`config.mk`:
```
export PLATFORM = sky130hd
export DESIGN_NAME = time_sorted_event_table_top
export DESIGN_NICKNAME = d
export VERILOG_FILES = /design/src/hdl/tset_pkg.sv /design/src/hdl/time_sorted_event_table_top.sv /design/src/hdl/tset_ram.sv
export SDC_FILE = /design/constraint.sdc
export NUM_CORES = 1
export LEC_CHECK = 0
export ABC_AREA = 1
export BUFFER_PORTS_ARGS = -buffer_cell sky130_fd_sc_hd__buf_2
export CELL_PAD_IN_SITES_DETAIL_PLACEMENT = 0
export CELL_PAD_IN_SITES_GLOBAL_PLACEMENT = 1
export CORE_AREA = 2 2 231 233
export DETAILED_ROUTE_END_ITERATION = 12
export DIE_AREA = 0 0 233 235
export GPL_ROUTABILITY_DRIVEN = 0
export PLACE_DENSITY_LB_ADDON = 0.1
export SLEW_MARGIN = 5
export SYNTH_ARGS = -nofsm -noshare
export SYNTH_HDL_FRONTEND = slang
export SYNTH_HIERARCHICAL = 1
export SYNTH_SLANG_ARGS = --single-unit
```
`constraint.sdc`:
```
create_clock -name clk -period 9.85 [get_ports clk]
set_input_delay 1.4775 -clock clk [delete_from_list [all_inputs] [get_ports clk]]
set_output_delay 1.4775 -clock clk [all_outputs]
set_load 0.01 [all_outputs]
```
`src/hdl/tset_pkg.sv`:
```
// ----------------------------------------------------------------------------
// tset_pkg: shared types and codes for the time sorted event table
// Field widths, command and status codes, the stored entry layout and the
// time key that orders entries by hour and then minute.
// ----------------------------------------------------------------------------
`timescale 1ns / 1ps

package tset_pkg;

	localparam int CMD_W  = 2;
	localparam int HOUR_W = 5;
	localparam int MIN_W  = 6;
	localparam int TAG_W  = 16;
	localparam int SLOT_W = 4;
	localparam int STAT_W = 2;
	localparam int POS_W  = 4;
	localparam int CNT_W  = 5;
	localparam int KEY_W  = HOUR_W + MIN_W;

	typedef logic [CMD_W-1:0]  cmd_t;
	typedef logic [STAT_W-1:0] status_t;

	// Any code other than insert and delete acts as a read.
	localparam cmd_t CMD_INSERT = 2'd0;
	localparam cmd_t CMD_DELETE = 2'd1;

	localparam status_t ST_OK     = 2'd0;
	localparam status_t ST_FULL   = 2'd1;
	localparam status_t ST_BADIDX = 2'd2;

	typedef struct packed {
		logic [HOUR_W-1:0] hour;
		logic [MIN_W-1:0]  minute;
		logic [TAG_W-1:0]  tag;
	} entry_t;

	// Raw field bits, hour in the upper part, so a plain unsigned compare
	// orders by hour first and minute second.
	function automatic logic [KEY_W-1:0] time_key(entry_t e);
		return {e.hour, e.minute};
	endfunction

endpackage

```
`src/hdl/time_sorted_event_table_top.sv`:
```
// ----------------------------------------------------------------------------
// time_sorted_event_table_top: table of timed entries kept in time order
// A read passes S_RD_CAP and S_DONE on its way to the output register; insert
// and delete also move entries, and refused requests go straight to S_DONE.
// Throughput: one request at a time, bounded by the single RAM port pair.
// Reset clears the entry count and the sequencer; table contents are not.
// ----------------------------------------------------------------------------
`timescale 1ns / 1ps

module time_sorted_event_table_top #(
	parameter int DEPTH = 16
) (
	input  logic                          clk,
	input  logic                          arst_n,
	// request channel
	input  logic                          req_valid,
	output logic                          req_stall,
	input  logic [tset_pkg::CMD_W-1:0]    command,
	input  logic [tset_pkg::HOUR_W-1:0]   event_hour,
	input  logic [tset_pkg::MIN_W-1:0]    event_minute,
	input  logic [tset_pkg::TAG_W-1:0]    event_tag,
	input  logic [tset_pkg::SLOT_W-1:0]   slot_index,
	// result channel
	output logic                          res_valid,
	input  logic                          res_stall,
	output logic [tset_pkg::STAT_W-1:0]   status,
	output logic [tset_pkg::POS_W-1:0]    position,
	output logic [tset_pkg::CNT_W-1:0]    entry_count,
	output logic [tset_pkg::HOUR_W-1:0]   out_hour,
	output logic [tset_pkg::MIN_W-1:0]    out_minute,
	output logic [tset_pkg::TAG_W-1:0]    out_tag
);

	import tset_pkg::*;

	// AW addresses the table, CW holds a count up to DEPTH, CW1 holds a
	// count plus two without wrapping, CMPW compares a request index with
	// the count without losing bits on either side.
	localparam int AW   = $clog2(DEPTH);
	localparam int CW   = $clog2(DEPTH + 1);
	localparam int CW1  = CW + 1;
	localparam int CMPW = (CW > SLOT_W) ? CW : SLOT_W;

	// Sequencer states.
	// S_IDLE     waits for a request and issues the first table read.
	// S_INS_CMP  walks down from the top entry; each later entry is moved
	//            up one slot while the next lower one is read.
	// S_INS_PUT  writes the new entry into slot zero.
	// S_RD_CAP   captures the addressed entry; a delete with entries above it then starts moving.
	// S_DEL_MOV  moves each entry above the removed one down one slot.
	// S_DONE     hands the result to the output register.
	localparam logic [2:0] S_IDLE    = 3'd0;
	localparam logic [2:0] S_INS_CMP = 3'd1;
	localparam logic [2:0] S_INS_PUT = 3'd2;
	localparam logic [2:0] S_RD_CAP  = 3'd3;
	localparam logic [2:0] S_DEL_MOV = 3'd4;
	localparam logic [2:0] S_DONE    = 3'd5;

	logic [2:0]     state_q, state_d;
	logic [CW-1:0]  count_q;
	logic [AW-1:0]  ptr_q;
	cmd_t           cmd_q;
	entry_t         new_q;
	entry_t         res_q;
	status_t        st_q;
	logic [POS_W-1:0] pos_q;

	// Output register of the result channel.
	logic             res_valid_q;
	status_t          status_q;
	logic [POS_W-1:0] position_q;
	logic [CNT_W-1:0] entry_count_q;
	entry_t           out_entry_q;

	// Table RAM ports.
	logic                    ram_we;
	logic [AW-1:0]           ram_waddr;
	logic [AW-1:0]           ram_raddr;
	logic [$bits(entry_t)-1:0] ram_wdata;
	logic [$bits(entry_t)-1:0] ram_rdata;

	logic   req_take;
	logic   res_free;
	logic   table_full;
	logic   bad_idx;
	logic   ins_later;
	logic   del_more1;
	logic   del_more2;
	entry_t rd_ent;
	entry_t req_ent;
	logic [CW1-1:0] ptr_x;
	logic [CW1-1:0] cnt_x;

	assign req_stall = (state_q != S_IDLE);
	assign req_take  = req_valid && !req_stall;

	// The output register can take a new result when it is empty or when
	// its current result leaves at this edge.
	assign res_free = !res_valid_q || !res_stall;

	assign req_ent = '{hour: event_hour, minute: event_minute, tag: event_tag};
	assign rd_ent  = entry_t'(ram_rdata);

	assign ptr_x = CW1'(ptr_q);
	assign cnt_x = CW1'(count_q);

	assign table_full = (count_q == CW'(DEPTH));
	assign bad_idx    = (CMPW'(slot_index) >= CMPW'(count_q));

	// Equal times keep their arrival order: only strictly later entries
	// are moved above the new one.
	assign ins_later = (time_key(rd_ent) > time_key(new_q));

	// Whether entries remain above the slot being closed.
	assign del_more1 = ((ptr_x + CW1'(1)) < cnt_x);
	assign del_more2 = ((ptr_x + CW1'(2)) < cnt_x);

	tset_ram #(
		.WIDTH ($bits(entry_t)),
		.DEPTH (DEPTH)
	) u_table (
		.clk     (clk),
		.wr_en   (ram_we),
		.wr_addr (ram_waddr),
		.wr_data (ram_wdata),
		.rd_addr (ram_raddr),
		.rd_data (ram_rdata)
	);

	// RAM control and next state. Each cycle of a move both writes the
	// entry just read and reads the next one, so one entry moves per cycle.
	always_comb begin
		ram_we    = 1'b0;
		ram_waddr = ptr_q + AW'(1);
		ram_wdata = rd_ent;
		ram_raddr = ptr_q;
		state_d   = state_q;
		unique case (state_q)
			S_IDLE: begin
				if (command == CMD_INSERT) begin
					ram_raddr = AW'(count_q - CW'(1));
				end else begin
					ram_raddr = AW'(slot_index);
				end
				if (req_take) begin
					if (command == CMD_INSERT) begin
						if (table_full) begin
							state_d = S_DONE;
						end else if (count_q == '0) begin
							state_d = S_INS_PUT;
						end else begin
							state_d = S_INS_CMP;
						end
					end else if (bad_idx) begin
						state_d = S_DONE;
					end else begin
						state_d = S_RD_CAP;
					end
				end
			end
			S_INS_CMP: begin
				ram_we    = 1'b1;
				ram_waddr = ptr_q + AW'(1);
				ram_raddr = ptr_q - AW'(1);
				if (ins_later) begin
					ram_wdata = rd_ent;
					if (ptr_q == '0) begin
						state_d = S_INS_PUT;
					end
				end else begin
					ram_wdata = new_q;
					state_d   = S_DONE;
				end
			end
			S_INS_PUT: begin
				ram_we    = 1'b1;
				ram_waddr = '0;
				ram_wdata = new_q;
				state_d   = S_DONE;
			end
			S_RD_CAP: begin
				ram_raddr = ptr_q + AW'(1);
				if (cmd_q == CMD_DELETE && del_more1) begin
					state_d = S_DEL_MOV;
				end else begin
					state_d = S_DONE;
				end
			end
			S_DEL_MOV: begin
				ram_we    = 1'b1;
				ram_waddr = ptr_q;
				ram_wdata = rd_ent;
				ram_raddr = ptr_q + AW'(2);
				if (!del_more2) begin
					state_d = S_DONE;
				end
			end
			S_DONE: begin
				if (res_free) begin
					state_d = S_IDLE;
				end
			end
			default: begin
				state_d = S_IDLE;
			end
		endcase
	end

	// Control state: sequencer, entry count and result valid.
	always_ff @(posedge clk or negedge arst_n) begin
		if (!arst_n) begin
			state_q     <= S_IDLE;
			count_q     <= '0;
			res_valid_q <= 1'b0;
		end else begin
			state_q <= state_d;
			case (state_q)
				S_INS_CMP: begin
					if (!ins_later) begin
						count_q <= count_q + CW'(1);
					end
				end
				S_INS_PUT: begin
					count_q <= count_q + CW'(1);
				end
				S_RD_CAP: begin
					if (cmd_q == CMD_DELETE && !del_more1) begin
						count_q <= count_q - CW'(1);
					end
				end
				S_DEL_MOV: begin
					if (!del_more2) begin
						count_q <= count_q - CW'(1);
					end
				end
				default: begin
				end
			endcase
			if (state_q == S_DONE && res_free) begin
				res_valid_q <= 1'b1;
			end else if (res_valid_q && !res_stall) begin
				res_valid_q <= 1'b0;
			end
		end
	end

	// Request fields, walk pointer and the result under construction.
	always_ff @(posedge clk) begin
		case (state_q)
			S_IDLE: begin
				if (req_take) begin
					cmd_q <= command;
					new_q <= req_ent;
					if (command == CMD_INSERT) begin
						ptr_q <= AW'(count_q - CW'(1));
						pos_q <= '0;
						res_q <= req_ent;
						st_q  <= table_full ? ST_FULL : ST_OK;
					end else begin
						ptr_q <= AW'(slot_index);
						pos_q <= POS_W'(slot_index);
						res_q <= '0;
						st_q  <= bad_idx ? ST_BADIDX : ST_OK;
					end
				end
			end
			S_INS_CMP: begin
				ptr_q <= ptr_q - AW'(1);
				if (!ins_later) begin
					pos_q <= POS_W'(ptr_x + CW1'(1));
				end
			end
			S_RD_CAP: begin
				res_q <= rd_ent;
			end
			S_DEL_MOV: begin
				ptr_q <= ptr_q + AW'(1);
			end
			S_DONE: begin
				if (res_free) begin
					status_q      <= st_q;
					position_q    <= pos_q;
					entry_count_q <= CNT_W'(count_q);
					out_entry_q   <= res_q;
				end
			end
			default: begin
			end
		endcase
	end

	assign res_valid   = res_valid_q;
	assign status      = status_q;
	assign position    = position_q;
	assign entry_count = entry_count_q;
	assign out_hour    = out_entry_q.hour;
	assign out_minute  = out_entry_q.minute;
	assign out_tag     = out_entry_q.tag;

	// A taken request always leaves the sequencer busy for the next cycle.
	a_busy_after_take: assert property (@(posedge clk) disable iff (!arst_n)
		req_valid && !req_stall |=> req_stall)
		else $error("sequencer idle right after taking a request");

	// The entry count never passes the table depth.
	a_count_range: assert property (@(posedge clk) disable iff (!arst_n)
		count_q <= CW'(DEPTH))
		else $error("entry count above table depth");

	// The insert walk only visits slots that hold valid entries.
	a_ins_ptr: assert property (@(posedge clk) disable iff (!arst_n)
		state_q == S_INS_CMP |-> ptr_x < cnt_x)
		else $error("insert walk pointer beyond valid entries");

	// The count moves only while a request is being worked on.
	a_count_change: assert property (@(posedge clk) disable iff (!arst_n)
		count_q != $past(count_q) |->
			$past(state_q) != S_IDLE && $past(state_q) != S_DONE)
		else $error("entry count changed outside a request");

endmodule

```
`src/hdl/tset_ram.sv`:
```
// ----------------------------------------------------------------------------
// tset_ram: generic single write port, single read port RAM
// One write and one read per cycle; the read data is registered, so it
// appears in the cycle after the address. A read of the address being written
// returns the old contents.
// ----------------------------------------------------------------------------
`timescale 1ns / 1ps

module tset_ram #(
	parameter int WIDTH = 27,
	parameter int DEPTH = 16
) (
	input  logic                     clk,
	input  logic                     wr_en,
	input  logic [$clog2(DEPTH)-1:0] wr_addr,
	input  logic [WIDTH-1:0]         wr_data,
	input  logic [$clog2(DEPTH)-1:0] rd_addr,
	output logic [WIDTH-1:0]         rd_data
);

	logic [WIDTH-1:0] mem_q [DEPTH];
	logic [WIDTH-1:0] rd_data_q;

	always_ff @(posedge clk) begin
		if (wr_en) begin
			mem_q[wr_addr] <= wr_data;
		end
		rd_data_q <= mem_q[rd_addr];
	end

	assign rd_data = rd_data_q;

endmodule

```
**Yosys cells after proc, flatten, opt, wreduce, memory -nomap -nowiden**

Memories as Yosys holds them, arrays and structs flattened. A register that Yosys moved wholly into a read port is not among the register bits.
Cells that the tools add are included.

- Output and inout port bits: 40
- Register bits: 113
- Memory bits (writable): 432
- Memories: 1

- $lt $le $gt $ge: 4
- Equal/unequal tests: 13
- Multiplexer cells: 37
- Reduce and logical (&&, ||, !) cells: 28
- Add/sub/neg operators: 7

Memory list:

| memory | words | width | rd ports | clocked after memory_dff | write ports | line | RTL |
|---|---|---|---|---|---|---|---|
| u_table.mem_q | 16 | 27 | 1 | 1 | 1 | tset_ram.sv:21 | `logic [WIDTH-1:0] mem_q [DEPTH];` |

Operator list:

| operator | count |
|---|---|
| 27-bit case mux with 2 select lines | 2 |
| 27-bit 2-to-1 mux | 3 |
| 3-bit 2-to-1 mux | 8 |
| 4-bit 2-to-1 mux | 5 |
| 5-bit case mux with 4 select lines | 1 |
| 3-bit case mux with 6 select lines | 1 |
| 4-bit case mux with 2 select lines | 2 |
| 4-bit case mux with 4 select lines | 1 |
| 5-bit 2-to-1 mux | 3 |
| 4-bit case mux with 3 select lines | 1 |
| 11-bit greater-than comparator | 1 |
| 2-bit inequality test (second input constant) | 5 |
| 2-bit AND reduction | 4 |
| 4-bit AND reduction | 2 |
| 1-bit 2-to-1 mux | 7 |
| 3-bit by 2-bit equality test with 1-bit output (second input constant) | 2 |
| 3-bit equality test (second input constant) | 2 |
| 6-bit by 5-bit less-than comparator with 1-bit output | 1 |
| 2-bit 2-to-1 mux | 3 |
| 2-bit nonzero test | 3 |
| 3-bit nonzero test | 2 |
| 4-bit by 1-bit adder with 5-bit output (second input constant) | 1 |
| 4-bit by 2-bit adder with 5-bit output (second input constant) | 1 |
| 5-bit by 1-bit adder with 5-bit output (second input constant) | 1 |
| 20 further kinds | 27 |

**Logic depth before layout (Yosys ltp)**

- Depth after elaboration: 6
- Mapped depth: 15
- Gate-level depth less buffers: 15

**Modules after synthesis**

Netlist, hierarchy kept.

Modules (own cells, without submodules):

| module | instances | area each (µm²) | cells an instance | seq. area each (µm²) |
|---|---|---|---|---|
| tset_ram | 1 | 19064.5 | 1791 | 13513.0 |
| time_sorted_event_table_top | 1 | 5718.0 | 563 | 3348.2 |

**Worst setup path before layout**

No wires, ideal clock.

- Path type: input-to-reg
- From: input req_valid
- To: register res_q[0] (netlist bit), enable pin
- Buffers on the path: 0
- Arrival: 3.743 ns
- Data required time: 9.466 ns
- Path slack: 5.723 ns
- Stages on the path: 4
- Setup time: 0.384 ns
- Cell sequence: inv_1 -> nor2_1 -> inv_1 -> nand2_1

- Cells in the longest elaborated chain, start to end: 3

RTL lines:

| what | line | RTL |
|---|---|---|
| from (decl) | time_sorted_event_table_top.sv:16 | `input logic req_valid,` |
| 1-bit logical AND | time_sorted_event_table_top.sv:95 | `assign req_take = req_valid && !req_stall;` |
| 2-bit inequality test (no line) | -- |  |
| 2-bit AND reduction (no line) | -- |  |
| to (signal assigned) | time_sorted_event_table_top.sv:257 | `res_q <= req_ent;` |
| to (signal assigned) | time_sorted_event_table_top.sv:274 | `res_q <= rd_ent;` |
| to (decl) | time_sorted_event_table_top.sv:64 | `entry_t res_q;` |

No other way between the ends.
A chain may end at the register's enable or synchronous reset.

**Final worst setup path**

- From: input command[1] (netlist bit)
- To: register u_table.rd_data_q[21] (netlist: u_table/rd_data[21]), read port of u_table.mem_q

- Cells in the longest elaborated chain, start to end: 3

RTL lines:

| what | line | RTL |
|---|---|---|
| from (decl) | time_sorted_event_table_top.sv:18 | `input logic [tset_pkg::CMD_W-1:0] command,` |
| 2-bit zero test | time_sorted_event_table_top.sv:140 | `if (command == CMD_INSERT) begin` |
| 4-bit 2-to-1 mux | time_sorted_event_table_top.sv:140 |  |
| 4-bit case mux with 4 select lines | time_sorted_event_table_top.sv:138 | `unique case (state_q)` |
| named net ram_raddr[0] | time_sorted_event_table_top.sv:78 | `logic [AW-1:0] ram_raddr;` |
| to (decl) | tset_ram.sv:22 | `logic [WIDTH-1:0] rd_data_q;` |

The timed path passes the listed nets, and every way through them passes these cells.

==> impl_metrics.ini <==
[placement]
dp_hpwl_um = 34700
io_buffers = 76

[synthesis]
synth_mux_area_share_pct = 0.0404
synth.avg_cell_area_um2 = 10.5
synth_top_family_by_area = simple AND/OR/NAND/NOR gates
synth-compound-area-share_pct = 1.49
synth_edf_count = 536
synth_fa_ha_area_share_pct = 1.57
ys_dominant_reg_cell = edfxtp_1
syn-cell-area_um2 = 24800
syn_nets = 2422
yosysUniqueCellTypes = 44
synth-simple-area-share_pct = 20.3
synth_top_area_cell = edfxtp_1
yosys_warnings = 6
synth_top_area_share_pct = 64.9
seq_area_frac_synth_pct = 68.0
synth_seq_cells = 572
synth.area.top_cells = edfxtp_1 65%, nand2_1 11%, nand3_1 7.8%, inv_1 5.8%, dfxtp_1 2.2%
syn_inst = 2354
async_flop_share_pct = 1.57
yosys.area_share.xor_xnor_pct = 0.318

[floorplan]
fp.coreArea_um2 = 52200
die_h_um = 235
io_pins = 77
dieWidth_um = 233
rows = 84
initial_utilization_pct = 47.4
die_area_um2 = 54800

[sta]
post-route-period-util_pct = 52.5
hold_violations = 0
max_freq_ghz = 0.194
relSlewSlack_pct = 14.0
setup-tns-final_ns = 0
setup_violations = 0
worst_pin_slew_ns = 1.28
slew_viol_final = 0
fin_crit_ns = 5.17
fin_skew_ns = 0.0209
rsz0062_at_grt = false

[cells_and_area]
nets = 2497
n_fill_cell = 4545
layout-drive-gt1-share_pct = 10.4
multi_input_area_um2 = 6060
seqCellArea_um2 = 16900
area_growth_pct = 13.0

[routing]
wire_per_inst_um = 20.3
viasPerCell = 5.15
drtAntennaViolNets = 0
wirelength_um = 64400
first_iter_violations = 1322
via_count = 16300
dr.pass1.iters = 6
route.detailed.drc = 0

[hold_path]
whs_path_depth = 0
whs_endpoint = out_tag[15]$_DFFE_PP_
hold_path_class = register to register
min_from = res_q[15]$_DFFE_PP_

[clock_tree]
clk_path_buf_depth = 3
cts_buffers = 61
htreeDepth = 2
clock_sinks = 572
hold_buffers = 0
clock_latency_ns = 0.63
cts_resized = 0
cts_setup_buffers = 0
cts-root-buf = clkbuf_16
cts_tree = built
cts.reportedPaths.clkPinSlew_ns = 0.06

[grt]
grt_pass1_wl_um = 97700
grt.busiest_layer = met2
gr-usage-met1_pct = 34.4
globalRouteTotalUtil_pct = 23.9
antenna_found_initial = 1
grt_pass1_vias = 15700
use_met2_pct = 38.2
grt_start_max_net_pins = 137
grt_overflow = 0
grt_use_met3_pct = 3.47

[worst_setup_path]
r2r_slack_ns = 5.66
endpoint_kind = register
worstPathArrival_ns = 5.69
critPathLaunchType = primary input
cp.required_ns = 10.37
reg2reg_from = state_q[2]$_DFFE_PN0P_
crit_path_max_fanout = 136
critical_path_class = primary input to register
r2r-end = u_table/rd_data[21]$_DFF_P_
rr_worst_depth = 12

[run_status]
status = complete, no violations

[flow_run]
maxCapViolCount = 0
## per-stage QoR
stage | instances | hold WS, ns | area (um2) | utilization (%) | setup slack [ns]
finish | 3170 | 0.416 | 28000 | 53.6 | 4.68
global route | 3169 | 0.427 | 28000 | 53.6 | 4.42
CTS | 3169 | 0.418 | 28000 | 53.6 | 4.86
detailed placement | 3054 | 0.405 | 26000 | 49.7 | 4.21
global placement | 3054 | 0.401 | 26000 | 49.7 | 4.23
floorplan | 2354 | 0.400 | 24800 | - | 5.72
## kinds of logic after synthesis
| group | after synthesis |
|---|---|
| fa+ha+maj | 31 |
| simple gates | 1176 |
| xor+xnor | 9 |
| buf+inv | 499 |
| flops | 572 |
| mux | 1 |
| compound gates | 66 |
## placed cells by master (no fill, tap or decap), types with 8 or more instances in the layout
cell type,count
nor2_4,20
buf_2,76
o21ai_1,11
clkinv_1,12
nor2_1,10
ha_1,31
dfxtp_1,27
nand2_1,729
inv_2,11
nand4_1,8
clkbuf_16,63
a21oi_1,12
buf_4,39
edfxtp_1,536
inv_1,380
o21ai_0,29
nand3_1,387
dfrtp_1,9
clkbuf_1,18
clkinv_2,10
## cell type report
class | instances | share of cell area, %
timing repair buffer | 116 | 2.48
multi-input combinational | 1283 | 21.7
sequential | 572 | 60.2
clock inverter | 30 | 1.15
tap | 688 | 3.08
clock buffer | 85 | 6.07
antenna | 1 | 0.00894
inverter | 395 | 5.33
## layer usage
layer	wire length [um]	vias to the layer above
met1	29000	7868
met4	1460	0
met2	30000	471
met3	3890	104
li1	-	7868
met5	0	-
## registers in the layout, indices dropped and copies added, names as in the netlist, 5 cells and up
name             cells
new_q               27
out_minute           6
u_table/rd_data     27
out_tag             16
out_hour             5
u_table/mem_q      432
entry_count          5
res_q               27
count_q              5
## cells in the mapped netlist (3+ instances only)
cell        n
nor2_1     28
nor2_4      3
dfrtp_1     9
o21ai_1     9
buf_6       4
nand3_1   387
clkbuf_1   23
nand2_1   729
buf_2      41
edfxtp_1  536
o22ai_1     4
buf_1      15
ha_1       31
inv_1     380
nand4_1     8
buf_4      20
a21oi_1    13
nand2_2     7
nand3b_1    3
inv_2      11
dfxtp_1    27
xor2_1      7
o21ai_0    31
## critical path, stage by stage
cell and delay [ns]:
buf_2 0.11, nor2_2 0.09, buf_4 0.35, clkinv_1 0.31
nand2_1 0.14, o21ai_0 0.12, nand2_1 0.13, a32oi_4 0.11
buf_12 0.26, inv_6 0.91, buf_4 0.84, nand2_1 0.12
nand3_1 0.11, nand3_1 0.10, nand3_1 0.12, nand2_1 0.08
## worst max-delay path by stage
stage,startpoint,to,slack [ns],cells after the start
after global placement,command[1],u_table/rd_data[13]$_DFF_P_,4.23,16
final,command[1],u_table/rd_data[21]$_DFF_P_,4.68,16
after global routing,command[1],u_table/rd_data[21]$_DFF_P_,4.42,16
after CTS,command[1],u_table/rd_data[21]$_DFF_P_,4.86,16
after floorplan,req_valid,res_q[0]$_DFFE_PP_,5.72,4
after detailed placement,command[1],u_table/rd_data[21]$_DFF_P_,4.21,16
Power is not shown: default switching activity piles up to over one toggle a cycle in this logic, so the estimate is an artifact.
